===== config.mk =====
export PLATFORM = sky130hd
export DESIGN_NAME = min_max_contrast_stretch_unit_flat
export DESIGN_NICKNAME = d
export VERILOG_FILES = /design/src/rtl/mmcs_pkg.sv /design/src/rtl/mmcs_in_if.sv /design/src/rtl/mmcs_out_if.sv /design/src/rtl/min_max_contrast_stretch_unit.sv /design/src/flat_wrapper.sv
export SDC_FILE = /design/constraint.sdc
export NUM_CORES = 1
export LEC_CHECK = 0
export BUFFER_PORTS_ARGS = -buffer_cell sky130_fd_sc_hd__buf_4
export CORE_ASPECT_RATIO = 1.4
export CORE_MARGIN = 5
export CORE_UTILIZATION = 55
export DETAILED_ROUTE_END_ITERATION = 10
export HOLD_SLACK_MARGIN = 0.03
export PLACE_DENSITY = 0.76
export RECOVER_POWER = 50
export SYNTH_ARGS = -nofsm -noshare
export SYNTH_HDL_FRONTEND = slang
export SYNTH_SLANG_ARGS = --single-unit

===== constraint.sdc =====
create_clock -name clk_i -period 2.81 [get_ports clk_i]
set_input_delay 0 -clock clk_i [delete_from_list [all_inputs] [get_ports clk_i]]
set_output_delay 0 -clock clk_i [all_outputs]
set_load 0.05 [all_outputs]

===== src/rtl/mmcs_pkg.sv =====
package mmcs_pkg;

  typedef logic [1:0] opcode_t;
  typedef logic [7:0] pixel_t;
  typedef logic [1:0] kind_t;

  // opcodes of an input item
  localparam opcode_t OP_CLEAR   = 2'd0;
  localparam opcode_t OP_MEASURE = 2'd1;
  localparam opcode_t OP_APPLY   = 2'd2;

  // kinds of a result item
  localparam kind_t KIND_STRETCHED = 2'd0;
  localparam kind_t KIND_FULL      = 2'd1;
  localparam kind_t KIND_UNIFORM   = 2'd2;

  localparam pixel_t PIXEL_MIN     = 8'd0;
  localparam pixel_t PIXEL_MAX     = 8'd255;
  localparam pixel_t UNIFORM_LEVEL = 8'd127;

endpackage


===== src/rtl/mmcs_in_if.sv =====
interface mmcs_in_if;
  import mmcs_pkg::*;

  logic    valid;
  logic    ready;
  opcode_t opcode;
  pixel_t  pixel_in;

  modport source (output valid, output opcode, output pixel_in, input ready);
  modport sink   (input valid, input opcode, input pixel_in, output ready);

endinterface


===== src/rtl/mmcs_out_if.sv =====
interface mmcs_out_if;
  import mmcs_pkg::*;

  logic   valid;
  logic   ready;
  pixel_t pixel_out;
  kind_t  result_kind;

  modport source (output valid, output pixel_out, output result_kind, input ready);
  modport sink   (input valid, input pixel_out, input result_kind, output ready);

endinterface


===== src/rtl/min_max_contrast_stretch_unit.sv =====
// Min/max contrast stretch for 8-bit grey levels, run in two passes over a frame.
// A clear transfer (opcode 0) resets the running minimum and maximum, measure
// transfers (opcode 1) fold one pixel into them and give no result, and apply
// transfers (opcode 2) give one result: (p - min) * 255 / (max - min), rounded to
// nearest with ties to even and saturated to 0..255. A full 0..255 range returns
// the pixel unchanged (kind 1); a uniform or unmeasured frame answers 127 (kind 2).
// Opcode 3 is accepted and ignored. Clear and measure complete on acceptance.
// An apply item that needs the division passes through acceptance, 8 restoring
// divider steps that retire one quotient bit per cycle, then a rounding step;
// apply items settled without division (saturated, full range, uniform) skip the divider.
// The unit holds one item at a time, and a finished result waits in the output
// register while the next item is accepted; only the final write of an apply
// result waits for that register to drain.
module min_max_contrast_stretch_unit (
  input  logic clk_i,
  input  logic rst_ni,
  mmcs_in_if.sink    in_i,
  mmcs_out_if.source out_o
);
  import mmcs_pkg::*;

  // sequencer states
  localparam logic [1:0] ST_IDLE   = 2'd0;
  localparam logic [1:0] ST_DIV    = 2'd1;
  localparam logic [1:0] ST_FINISH = 2'd2;

  // running statistics
  pixel_t low_q, low_d;
  pixel_t high_q, high_d;
  logic   any_q, any_d;

  logic [1:0] state_q, state_d;
  logic [2:0] cnt_q, cnt_d;      // divider step counter
  pixel_t     rem_q, rem_d;      // partial remainder
  pixel_t     sh_q, sh_d;        // dividend low bits shift out, quotient bits shift in
  pixel_t     span_q, span_d;    // divisor max - min
  kind_t      kind_q, kind_d;
  logic       bypass_q, bypass_d; // result already final, no rounding

  logic   out_valid_q, out_valid_d;
  pixel_t out_pixel_q, out_pixel_d;
  kind_t  out_kind_q, out_kind_d;

  logic        in_xfer;
  logic        out_free;
  pixel_t      diff;
  logic [15:0] num;
  logic [8:0]  rem9;
  logic        ge;
  logic [8:0]  rem_sub;
  logic [8:0]  rem2;
  logic        round_up;
  pixel_t      result;

  assign in_i.ready = (state_q == ST_IDLE);
  assign in_xfer    = in_i.valid && in_i.ready;
  assign out_free   = !out_valid_q || out_o.ready;

  // numerator (p - min) * 255 as (d << 8) - d
  assign diff = in_i.pixel_in - low_q;
  assign num  = {diff, 8'd0} - {8'd0, diff};

  // one restoring step: bring down the next dividend bit
  assign rem9    = {rem_q, sh_q[7]};
  assign ge      = (rem9 >= {1'b0, span_q});
  assign rem_sub = rem9 - {1'b0, span_q};

  // ties to even; quotient stays at most 254 here, so +1 never overflows
  assign rem2     = {rem_q, 1'b0};
  assign round_up = (rem2 > {1'b0, span_q}) || ((rem2 == {1'b0, span_q}) && sh_q[0]);
  assign result   = bypass_q ? sh_q : (sh_q + {7'd0, round_up});

  always_comb begin
    low_d       = low_q;
    high_d      = high_q;
    any_d       = any_q;
    state_d     = state_q;
    cnt_d       = cnt_q;
    rem_d       = rem_q;
    sh_d        = sh_q;
    span_d      = span_q;
    kind_d      = kind_q;
    bypass_d    = bypass_q;
    out_valid_d = out_valid_q;
    out_pixel_d = out_pixel_q;
    out_kind_d  = out_kind_q;

    // result taken downstream
    if (out_valid_q && out_o.ready) begin
      out_valid_d = 1'b0;
    end

    case (state_q)
      ST_IDLE: begin
        if (in_xfer) begin
          case (in_i.opcode)
            OP_CLEAR: begin
              low_d  = PIXEL_MAX;
              high_d = PIXEL_MIN;
              any_d  = 1'b0;
            end
            OP_MEASURE: begin
              if (in_i.pixel_in < low_q) low_d = in_i.pixel_in;
              if (in_i.pixel_in > high_q) high_d = in_i.pixel_in;
              any_d = 1'b1;
            end
            OP_APPLY: begin
              bypass_d = 1'b1;
              kind_d   = KIND_STRETCHED;
              state_d  = ST_FINISH;
              span_d   = high_q - low_q;
              if (!any_q) begin
                sh_d   = UNIFORM_LEVEL;
                kind_d = KIND_UNIFORM;
              end else if (low_q == PIXEL_MIN && high_q == PIXEL_MAX) begin
                sh_d   = in_i.pixel_in;
                kind_d = KIND_FULL;
              end else if (high_q <= low_q) begin
                sh_d   = UNIFORM_LEVEL;
                kind_d = KIND_UNIFORM;
              end else if (in_i.pixel_in <= low_q) begin
                sh_d = PIXEL_MIN;
              end else if (in_i.pixel_in >= high_q) begin
                // at or above max the quotient reaches 255 exactly or more
                sh_d = PIXEL_MAX;
              end else begin
                // d < span, so the high byte of the numerator is below the divisor
                rem_d    = num[15:8];
                sh_d     = num[7:0];
                cnt_d    = 3'd0;
                bypass_d = 1'b0;
                state_d  = ST_DIV;
              end
            end
            default: begin
              // unused opcode, dropped
            end
          endcase
        end
      end
      ST_DIV: begin
        rem_d = ge ? rem_sub[7:0] : rem9[7:0];
        sh_d  = {sh_q[6:0], ge};
        cnt_d = cnt_q + 3'd1;
        if (cnt_q == 3'd7) begin
          state_d = ST_FINISH;
        end
      end
      ST_FINISH: begin
        if (out_free) begin
          out_valid_d = 1'b1;
          out_pixel_d = result;
          out_kind_d  = kind_q;
          state_d     = ST_IDLE;
        end
      end
      default: begin
        state_d = ST_IDLE;
      end
    endcase
  end

  always_ff @(posedge clk_i or negedge rst_ni) begin
    if (!rst_ni) begin
      low_q       <= PIXEL_MAX;
      high_q      <= PIXEL_MIN;
      any_q       <= 1'b0;
      state_q     <= ST_IDLE;
      cnt_q       <= 3'd0;
      out_valid_q <= 1'b0;
    end else begin
      low_q       <= low_d;
      high_q      <= high_d;
      any_q       <= any_d;
      state_q     <= state_d;
      cnt_q       <= cnt_d;
      out_valid_q <= out_valid_d;
    end
  end

  // datapath, no reset
  always_ff @(posedge clk_i) begin
    rem_q       <= rem_d;
    sh_q        <= sh_d;
    span_q      <= span_d;
    kind_q      <= kind_d;
    bypass_q    <= bypass_d;
    out_pixel_q <= out_pixel_d;
    out_kind_q  <= out_kind_d;
  end

  assign out_o.valid       = out_valid_q;
  assign out_o.pixel_out   = out_pixel_q;
  assign out_o.result_kind = out_kind_q;

endmodule


===== src/flat_wrapper.sv =====
// flat-port wrapper written by rule: the top's interface ports become plain ports
module min_max_contrast_stretch_unit_flat import mmcs_pkg::*;
  (clk_i, rst_ni, in_i_valid, in_i_opcode, in_i_pixel_in, in_i_ready, out_o_valid, out_o_pixel_out, out_o_result_kind, out_o_ready);
  mmcs_in_if in_i_i ();
  mmcs_out_if out_o_i ();
  input  logic clk_i;
  input  logic rst_ni;
  input wire logic [$bits(in_i_i.valid)-1:0] in_i_valid;
  input wire logic [$bits(in_i_i.opcode)-1:0] in_i_opcode;
  input wire logic [$bits(in_i_i.pixel_in)-1:0] in_i_pixel_in;
  output wire logic [$bits(in_i_i.ready)-1:0] in_i_ready;
  output wire logic [$bits(out_o_i.valid)-1:0] out_o_valid;
  output wire logic [$bits(out_o_i.pixel_out)-1:0] out_o_pixel_out;
  output wire logic [$bits(out_o_i.result_kind)-1:0] out_o_result_kind;
  input wire logic [$bits(out_o_i.ready)-1:0] out_o_ready;
  assign in_i_i.valid = in_i_valid;
  assign in_i_i.opcode = in_i_opcode;
  assign in_i_i.pixel_in = in_i_pixel_in;
  assign in_i_ready = in_i_i.ready;
  assign out_o_valid = out_o_i.valid;
  assign out_o_pixel_out = out_o_i.pixel_out;
  assign out_o_result_kind = out_o_i.result_kind;
  assign out_o_i.ready = out_o_ready;
  min_max_contrast_stretch_unit u_core (.clk_i(clk_i), .rst_ni(rst_ni), .in_i(in_i_i), .out_o(out_o_i));
endmodule

==> metrics.log, run 1 <==
INFO  metric clock_buffers_created_by_tritoncts = 9
INFO  metric detail_route.drc_violations = 0
INFO  metric cts.sinks = 60
INFO  metric crit_required = 2.91 ns
INFO  metric via_count_of_the_first_global_routing_pass = 4023
INFO  metric status = finished, violations left
INFO  metric unrepaired_setup_endpoints_after_global_routing = true
INFO  metric finalWeightedCongestion = approximately 0.96
INFO  metric route.detailed.vias_per_inst = around 6.1
INFO  metric start_util = a little under three fifths
INFO  metric post-route-min-period = a little over 3 ns
INFO  metric clock_insertion_delay_worst_skew = between 0.3 and 0.4 ns
INFO  metric grt_pass1_wl = about 19000 um
INFO  metric post_synth_main_area_contributors = sky130_fd_sc_hd__edfxtp_1, sky130_fd_sc_hd__ha_1, sky130_fd_sc_hd__dfrtp_1, sky130_fd_sc_hd__dfstp_2, sky130_fd_sc_hd__a21oi_1
INFO  metric placement_row_count = 38
INFO  metric ir_drop = about 0.35 mV
INFO  metric nNetsFinal = just over 600
INFO  metric dp_hpwl = 9170 um
INFO  metric drive_above_1_share = around 28%
INFO  metric reg2reg_to = u_core.sh_q[6]
INFO  metric synth_area = 0.00440 mm2
INFO  metric initialDrtViolationCount = ~320
INFO  metric synth_edf_count = 37
INFO  metric timing.hold.worst_endpoint = u_core.any_q
INFO  metric setup_ws = -0.264 ns
INFO  metric clock_slew_seen_by_the_registers_of_the_worst_setup_and_hold_paths = 0.08 ns
INFO  metric grt_max_degree = 26
INFO  metric timing.hold.worst.class = in -> reg
INFO  metric cts_tree = built
INFO  metric drt_wl_total = between 10000 and 15000 um
INFO  metric cp_data_arrival_time = between 3 and 4 ns
INFO  metric worst_r2r_startpoint = u_core.low_q[0]
INFO  metric grt_remaining_overflow = 0
INFO  metric syn_area_per_cell = around 9.5 um2
INFO  metric failed_checks = setup timing
INFO  metric fmax = between 300 and 400 MHz
INFO  metric worst_setup_path_end_kind = flip-flop
INFO  metric layout_worst_path_cycle_share = 109%
INFO  metric die_area = 0.00991 mm2
INFO  metric worst-r2r-setup-slack = -0.26 ns
INFO  metric synth_seq_area_share = between 30% and 40%
INFO  metric critPathKind = reg -> reg
INFO  metric chip_width = ~86 um
INFO  metric synth-seq-cells = 60
INFO  metric cts_root_buffer = sky130_fd_sc_hd__clkbuf_8
INFO  metric post-synth-top-area-cell = sky130_fd_sc_hd__edfxtp_1
INFO  metric die-height = ~120 um
INFO  metric grtUsageTotal = about a quarter
INFO  metric fin_hold_ws = around 0.11 ns
INFO  metric yosysTopAreaCellShare = around 25%
INFO  metric diodes = 0
INFO  metric number_of_top_level_design_ports = 26
INFO  metric holdCritStartpoint = in_i_opcode[1]
INFO  metric area_inside_the_core_boundary = 0.00780 mm2
INFO  metric finalMaxSlewViolations = 0
INFO  metric ys.warnings.count = 0
INFO  metric drv_cap = 0
INFO  metric powerDensity = roughly 510 mW/mm2
INFO  metric headroom_to_the_max_slew_limit = about an eighth
INFO  metric cells_after_synth = ~460
INFO  metric setup.worst_path.start_class = flip-flop
INFO  metric r2r_cells = 10
INFO  metric yosysUniqueCellTypes = 66
INFO  metric syn_nets = between 500 and 600
INFO  metric max-clock-path-buffers = 2
INFO  metric final_core_util = roughly 74%
INFO  metric route.vias.total = about 4000
INFO  metric hold_viol = 0
INFO  metric clock_skew = 0.0113 ns
INFO  metric min_delay_path_depth = 3
INFO  metric buffer_ports.inserted = 25
INFO  metric detail_route.first_pass.iterations = 5
INFO  metric setup_viol_count_final = 24
INFO  metric antenna_violations_before_repair = 0
INFO  metric antenna_left = 0
INFO  metric dp_cells = ~630
INFO  metric timing.critical_path.fanout_max = 3
INFO  metric main_flop_type_after_synthesis = sky130_fd_sc_hd__edfxtp_1
INFO  metric p_leak = roughly 2.4 nW
INFO  metric worst_slew_pin_slew = 1.31 ns
INFO  metric finalNonFillerCells = 661
INFO  metric cts-htree-levels = 3
INFO  metric synth_async_sr_flop_share = a little under two fifths
INFO  metric synthToLayoutAreaGrowth = 31.0%
INFO  metric wl_per_cell = between 15 and 20 um
==> cells in the mapped netlist (9+ instances only) <==
cell type,number
sky130_fd_sc_hd__ha_1,38
sky130_fd_sc_hd__a21oi_1,37
sky130_fd_sc_hd__edfxtp_1,37
sky130_fd_sc_hd__nor2_1,37
sky130_fd_sc_hd__inv_1,36
sky130_fd_sc_hd__o21ai_0,32
sky130_fd_sc_hd__nand2_1,29
sky130_fd_sc_hd__dfrtp_1,15
sky130_fd_sc_hd__nor3_1,13
sky130_fd_sc_hd__xnor2_1,13
sky130_fd_sc_hd__nand2b_1,11
sky130_fd_sc_hd__xor2_1,11
sky130_fd_sc_hd__nand4_1,9
==> cell type report <==
type,count,area (um2)
tap,100,125
clock buffer,10,128
multi-input combinational,353,2830
inverter,36,135
timing repair buffer,96,778
sequential,60,1700
fill,549,2040
clock inverter,6,63.8
==> layer usage <==
metal / GRT usage [%] / routed length [um] / up-vias
li1: - / - / 1902
met1: 27.4 / 4760 / 1928
met2: 44.9 / 6680 / 165
met3: 3.27 / 638 / 50
met4: 17.7 / 678 / 0
met5: 0 / 0 / -
==> cells in the final DEF (no fill, tap or decap), types with 10 or more instances in the layout <==
master,instances
sky130_fd_sc_hd__a21oi_1,30
sky130_fd_sc_hd__buf_4,63
sky130_fd_sc_hd__clkbuf_1,14
sky130_fd_sc_hd__dfrtp_1,15
sky130_fd_sc_hd__dlygate4sd3_1,11
sky130_fd_sc_hd__edfxtp_1,37
sky130_fd_sc_hd__ha_1,32
sky130_fd_sc_hd__inv_1,34
sky130_fd_sc_hd__nand2_1,24
sky130_fd_sc_hd__nand2b_1,11
sky130_fd_sc_hd__nor2_1,35
sky130_fd_sc_hd__o21ai_0,24
sky130_fd_sc_hd__xnor2_1,12
sky130_fd_sc_hd__xor2_1,10
==> cells by family (layout without fill, tap and decap cells) <==
kind of cell | count (synthesis) | count (layout) | share of synthesized area, %
AO/OA/AOI/OAI | 131 | 131 | 19.6
adder cells (fa/ha/maj) | 41 | 41 | 12.2
XOR/XNOR | 26 | 26 | 5.52
multiplexers | 7 | 7 | 1.68
buffers and inverters | 48 | 148 | 4.35
AND/OR/NAND/NOR | 148 | 148 | 18.1
flip-flops | 60 | 60 | 38.6
==> critical path, cell delays in order (launching register included) <==
cell and delay, ns:
sky130_fd_sc_hd__dfstp_2 0.56, sky130_fd_sc_hd__ha_4 0.14, sky130_fd_sc_hd__inv_2 0.04, sky130_fd_sc_hd__fa_2 0.44, sky130_fd_sc_hd__a211oi_4 0.28, sky130_fd_sc_hd__nor2_2 0.08
sky130_fd_sc_hd__xor2_2 0.15, sky130_fd_sc_hd__or4b_4 0.49, sky130_fd_sc_hd__or3_4 0.41, sky130_fd_sc_hd__a31oi_4 0.16, sky130_fd_sc_hd__o21ai_1 0.07
==> power breakdown <==
| part | internal [mW] | switching, mW | leakage (nW) |
|---|---|---|---|
| sequential | 1.02 | 0.0399 | 0.592 |
| clock | 0.409 | 0.374 | 0.0927 |
| combinational | 0.482 | 0.591 | 1.68 |
==> per-stage QoR <==
step	instance area, um2	TNS [ns]	power [mW]	setup WS, ns
2_1_floorplan	4400	-0.184	1.64	-0.184
3_3_place_gp	5070	-0.206	1.95	-0.140
3_5_place_dp	5070	-0.896	1.98	-0.198
4_1_cts	5420	-0.181	2.78	-0.181
5_1_grt	5760	-4.38	3.06	-0.369
6_report	5760	-1.16	2.91	-0.264
==> repair_timing <==
action | 4_1_cts | 5_1_grt
hold endpoints to repair | 41 | 0
setup buffers | 0 | 8
gates resized for setup | 10 | 68
pin swaps | 5 | 32
gates cloned | 0 | 2
endpoints found under the setup margin | 26 | 41
hold buffers | 11 | 0
==> how the worst max path moves through the flow <==
stage | start | endpoint | slack [ns] | cells past startpoint
after floorplan | u_core.low_q[0] | u_core.sh_q[6] | -0.18 | 10
after global placement | u_core.low_q[0] | u_core.sh_q[6] | -0.14 | 10
after detailed placement | u_core.low_q[0] | u_core.sh_q[6] | -0.20 | 10
after CTS | u_core.low_q[0] | u_core.sh_q[6] | -0.18 | 10
after global routing | u_core.low_q[0] | u_core.sh_q[6] | -0.37 | 10
final | u_core.low_q[0] | u_core.sh_q[6] | -0.26 | 10
==> registers in the layout, summed over array words and instances, names as in the netlist <==
name	flops
u_core.high_q	8
u_core.cnt_q	3
u_core.out_o.result_kind	2
u_core.any_q	1
u_core.span_q	8
u_core.bypass_q	1
u_core.out_o.pixel_out	8
u_core.rem_q	8
u_core.low_q	8
u_core.state_q	2
u_core.out_o.valid	1
u_core.sh_q	8
u_core.kind_q	2
Note: power is estimated with default switching activity, not from simulation.
==> inputs of run 2 (changes only) <==
--- a/config.mk
+++ b/config.mk
@@ -8,10 +8,10 @@
 export BUFFER_PORTS_ARGS = -buffer_cell sky130_fd_sc_hd__buf_4
 export CORE_ASPECT_RATIO = 1.4
 export CORE_MARGIN = 5
-export CORE_UTILIZATION = 55
+export CORE_UTILIZATION = 56
 export DETAILED_ROUTE_END_ITERATION = 10
 export HOLD_SLACK_MARGIN = 0.03
-export PLACE_DENSITY = 0.76
+export PLACE_DENSITY = 0.77
 export RECOVER_POWER = 50
 export SYNTH_ARGS = -nofsm -noshare
 export SYNTH_HDL_FRONTEND = slang
==> run 2 against run 1 <==
The flow still finishes with violations (setup timing). Worst setup slack improved by 0.098 ns. Power decreased by 1.5%. Cell count decreased by 1.4%. Clock skew decreased by 0.0029 ns. Maximum frequency increased by 3.3%. Register-to-register slack improved by 0.098 ns. Critical endpoint unchanged.
==> metrics.log, run 2 (synthesis results as in run 1) <==
INFO  metric finalWeightedCongestion = roughly 1.0
INFO  metric grt_remaining_overflow = 0
INFO  metric post-route-min-period = ~3 ns
INFO  metric unrepaired_setup_endpoints_after_global_routing = true
INFO  metric slowest_delay = 0.56 ns
INFO  metric clock_insertion_delay_worst_skew = approximately 0.35 ns
INFO  metric clock_skew = 0.00841 ns
INFO  metric power.sequential.fraction = between 30% and 40%
INFO  metric drv_cap = 0
INFO  metric clock_buffers_created_by_tritoncts = 9
INFO  metric nNetsFinal = around 600
INFO  metric setup_ws = -0.165 ns
INFO  metric setup.worst_path.start_class = flip-flop
INFO  metric ir_drop = approximately 0.4 mV
INFO  metric buffer_ports.inserted = 25
INFO  metric power_total = ~2.9 mW
INFO  metric route.detailed.vias_per_inst = between 5 and 6
INFO  metric worst_path_dominant_cell_family = simple AND/OR/NAND/NOR gates
INFO  metric number_of_top_level_design_ports = 26
INFO  metric final_core_util = between 70% and 80%
INFO  metric area_inside_the_core_boundary = 0.00770 mm2
INFO  metric layout_common_cells = sky130_fd_sc_hd__buf_4, sky130_fd_sc_hd__edfxtp_1, sky130_fd_sc_hd__nor2_1
INFO  metric clock_slew_seen_by_the_registers_of_the_worst_setup_and_hold_paths = 0.07 ns
INFO  metric cts_root_buffer = sky130_fd_sc_hd__clkbuf_8
INFO  metric status = finished, violations left
INFO  metric detail_route.drc_violations = 0
INFO  metric start_util = about 57%
INFO  metric finalMaxSlewViolations = 0
INFO  metric powerDensity = ~510 mW/mm2
INFO  metric grtUsageTotal = about a quarter
INFO  metric drive_above_1_share = between 20% and 30%
INFO  metric cts_tree = built
INFO  metric cp_data_arrival_time = between 3 and 4 ns
INFO  metric max-clock-path-buffers = 2
INFO  metric detail_route.first_pass.iterations = 5
INFO  metric die-height = approximately 110 um
INFO  metric fmax = ~340 MHz
INFO  metric cell_internal_pwr = 1.88 mW
INFO  metric worst_setup_path_end_kind = flip-flop
INFO  metric wl_per_cell = 18.5 um
INFO  metric worst_slew_pin_slew = ~1.2 ns
INFO  metric fin_hold_ws = between 0.08 and 0.09 ns
INFO  metric cts.sinks = 60
INFO  metric pwr-share-clk = 27.6%
INFO  metric dp_hpwl = 9130 um
INFO  metric crit_required = about 2.9 ns
INFO  metric headroom_to_the_max_slew_limit = between 20% and 30%
INFO  metric route.vias.total = about 3900
INFO  metric cts-htree-levels = 3
INFO  metric critPathKind = reg -> reg
INFO  metric synthToLayoutAreaGrowth = 26.9%
INFO  metric diodes = 0
INFO  metric failed_checks = setup timing
INFO  metric p_leak = ~2.3 nW
INFO  metric grt_pass1_wl = roughly 19000 um
INFO  metric via_count_of_the_first_global_routing_pass = a little under 4000
INFO  metric final-seq-area = between 0.0015 and 0.002 mm2
INFO  metric antenna_left = 0
INFO  metric timing.critical_path.fanout_max = 3
INFO  metric setup_viol_count_final = 4
INFO  metric antenna_violations_before_repair = 0
INFO  metric timing.setup.tns = -0.215 ns
INFO  metric layout_worst_path_cycle_share = 106%
INFO  metric crit_buf_inv = 1
INFO  metric commonest_non_fill_non_tap_cell_in_the_layout = sky130_fd_sc_hd__buf_4
INFO  metric die_area = around 0.01 mm2
INFO  metric netSwitchingFraction = about a third
INFO  metric placement_row_count = 38
INFO  metric grt_max_degree = 26
INFO  metric comb_power_share = 35.7%
INFO  metric net_switching_power = roughly 1000 uW
INFO  metric critical_path.cell_chain = ha_4 > inv_2 > fa_2 > a211oi_4 > nor2_2 > xor2_2 > or4b_4 > or3_1 > a31oi_1 > o21ai_1
INFO  metric dp_cells = 621
INFO  metric chip_width = approximately 85 um
INFO  metric hold_viol = 0
INFO  metric finalNonFillerCells = around 650
INFO  metric cpMaxStageDelayCell = sky130_fd_sc_hd__dfstp_2
INFO  metric layout.filler_cells = a little under 600
INFO  metric multiInputGateArea = approximately 0.0027 mm2
INFO  metric drt_wl_total = ~12000 um
INFO  metric timing.hold.worst.class = in -> reg
INFO  metric initialDrtViolationCount = ~330
-- run 2: cell types whose count changed in the layout (fill, tap and decap cells not counted), moves of 4 or more --
cell and change:
sky130_fd_sc_hd__buf_6 -4, sky130_fd_sc_hd__ha_4 +4, sky130_fd_sc_hd__o21ai_0 +5, sky130_fd_sc_hd__o21ai_1 -4
-- run 2: path summary, 6_finish.rpt --
check                                                    to              from  slack [ns]  depth (start not counted)
worst max-delay path                         u_core.sh_q[6]   u_core.low_q[0]       -0.17                         10
worst min-delay path                         u_core.sh_q[0]  in_i_pixel_in[0]        0.09                          3
worst max register to register               u_core.sh_q[6]   u_core.low_q[0]       -0.17                         10
worst min register to register  u_core.out_o.result_kind[1]  u_core.kind_q[1]        0.42                          0
max in group asynchronous                      u_core.any_q            rst_ni        1.69                          2
min in group asynchronous                 u_core.state_q[1]            rst_ni        0.41                          2
-- run 2: area by class of cell --
type	instances	area share, %
Sequential cell	60	30.4
Clock buffer	9	2.22
Timing Repair Buffer	87	12.2
Multi-Input combinational cell	353	49.1
Clock inverter	7	1.35
Tap cell	100	2.24
Inverter	36	2.42
-- run 2: power groups by stage --
stage | sequential, mW | clock (mW) | combinational (mW)
floorplan | 1.08 | 0 | 0.554
global placement | 1.07 | 0 | 0.875
detailed placement | 1.07 | 0 | 0.904
CTS | 1.05 | 0.799 | 0.948
global route | 1.06 | 0.843 | 1.11
finish | 1.05 | 0.791 | 1.02
-- run 2: timing repair --
item                       CTS  global route
cloned                       0             1
setup endpoints to repair   25            39
pin swaps                    9            10
setup buffers                2             2
hold endpoints to repair    40             0
hold buffers                11             0
gates resized for setup     12            36
-- run 2: routing by layer --
metal / up-vias / track usage (%) / share of wire, % / wire length [um]
met1: 1832 / 27.6 / 39 / 4640
met4: 0 / 17.6 / 5.8 / 701
met2: 125 / 44.1 / 51 / 6180
li1: 1879 / - / - / -
met3: 47 / 4.09 / 4.4 / 526
met5: - / 0 / 0 / 0
-- run 2: metrics by stage --
stage                     instance area [um2]  worst slack (ns)
after global routing                     5580            -0.258
after CTS                                5410            -0.153
after floorplan                          4400            -0.184
final                                    5580            -0.165
after global placement                   5040            -0.134
after detailed placement                 5040            -0.216
-- run 2: worst reg2reg max path: stages (launching register included) --
cell,delay (ns)
sky130_fd_sc_hd__dfstp_2,0.56
sky130_fd_sc_hd__ha_4,0.14
sky130_fd_sc_hd__inv_2,0.04
sky130_fd_sc_hd__fa_2,0.40
sky130_fd_sc_hd__a211oi_4,0.25
sky130_fd_sc_hd__nor2_2,0.09
sky130_fd_sc_hd__xor2_2,0.15
sky130_fd_sc_hd__or4b_4,0.55
sky130_fd_sc_hd__or3_1,0.36
sky130_fd_sc_hd__a31oi_1,0.13
sky130_fd_sc_hd__o21ai_1,0.07
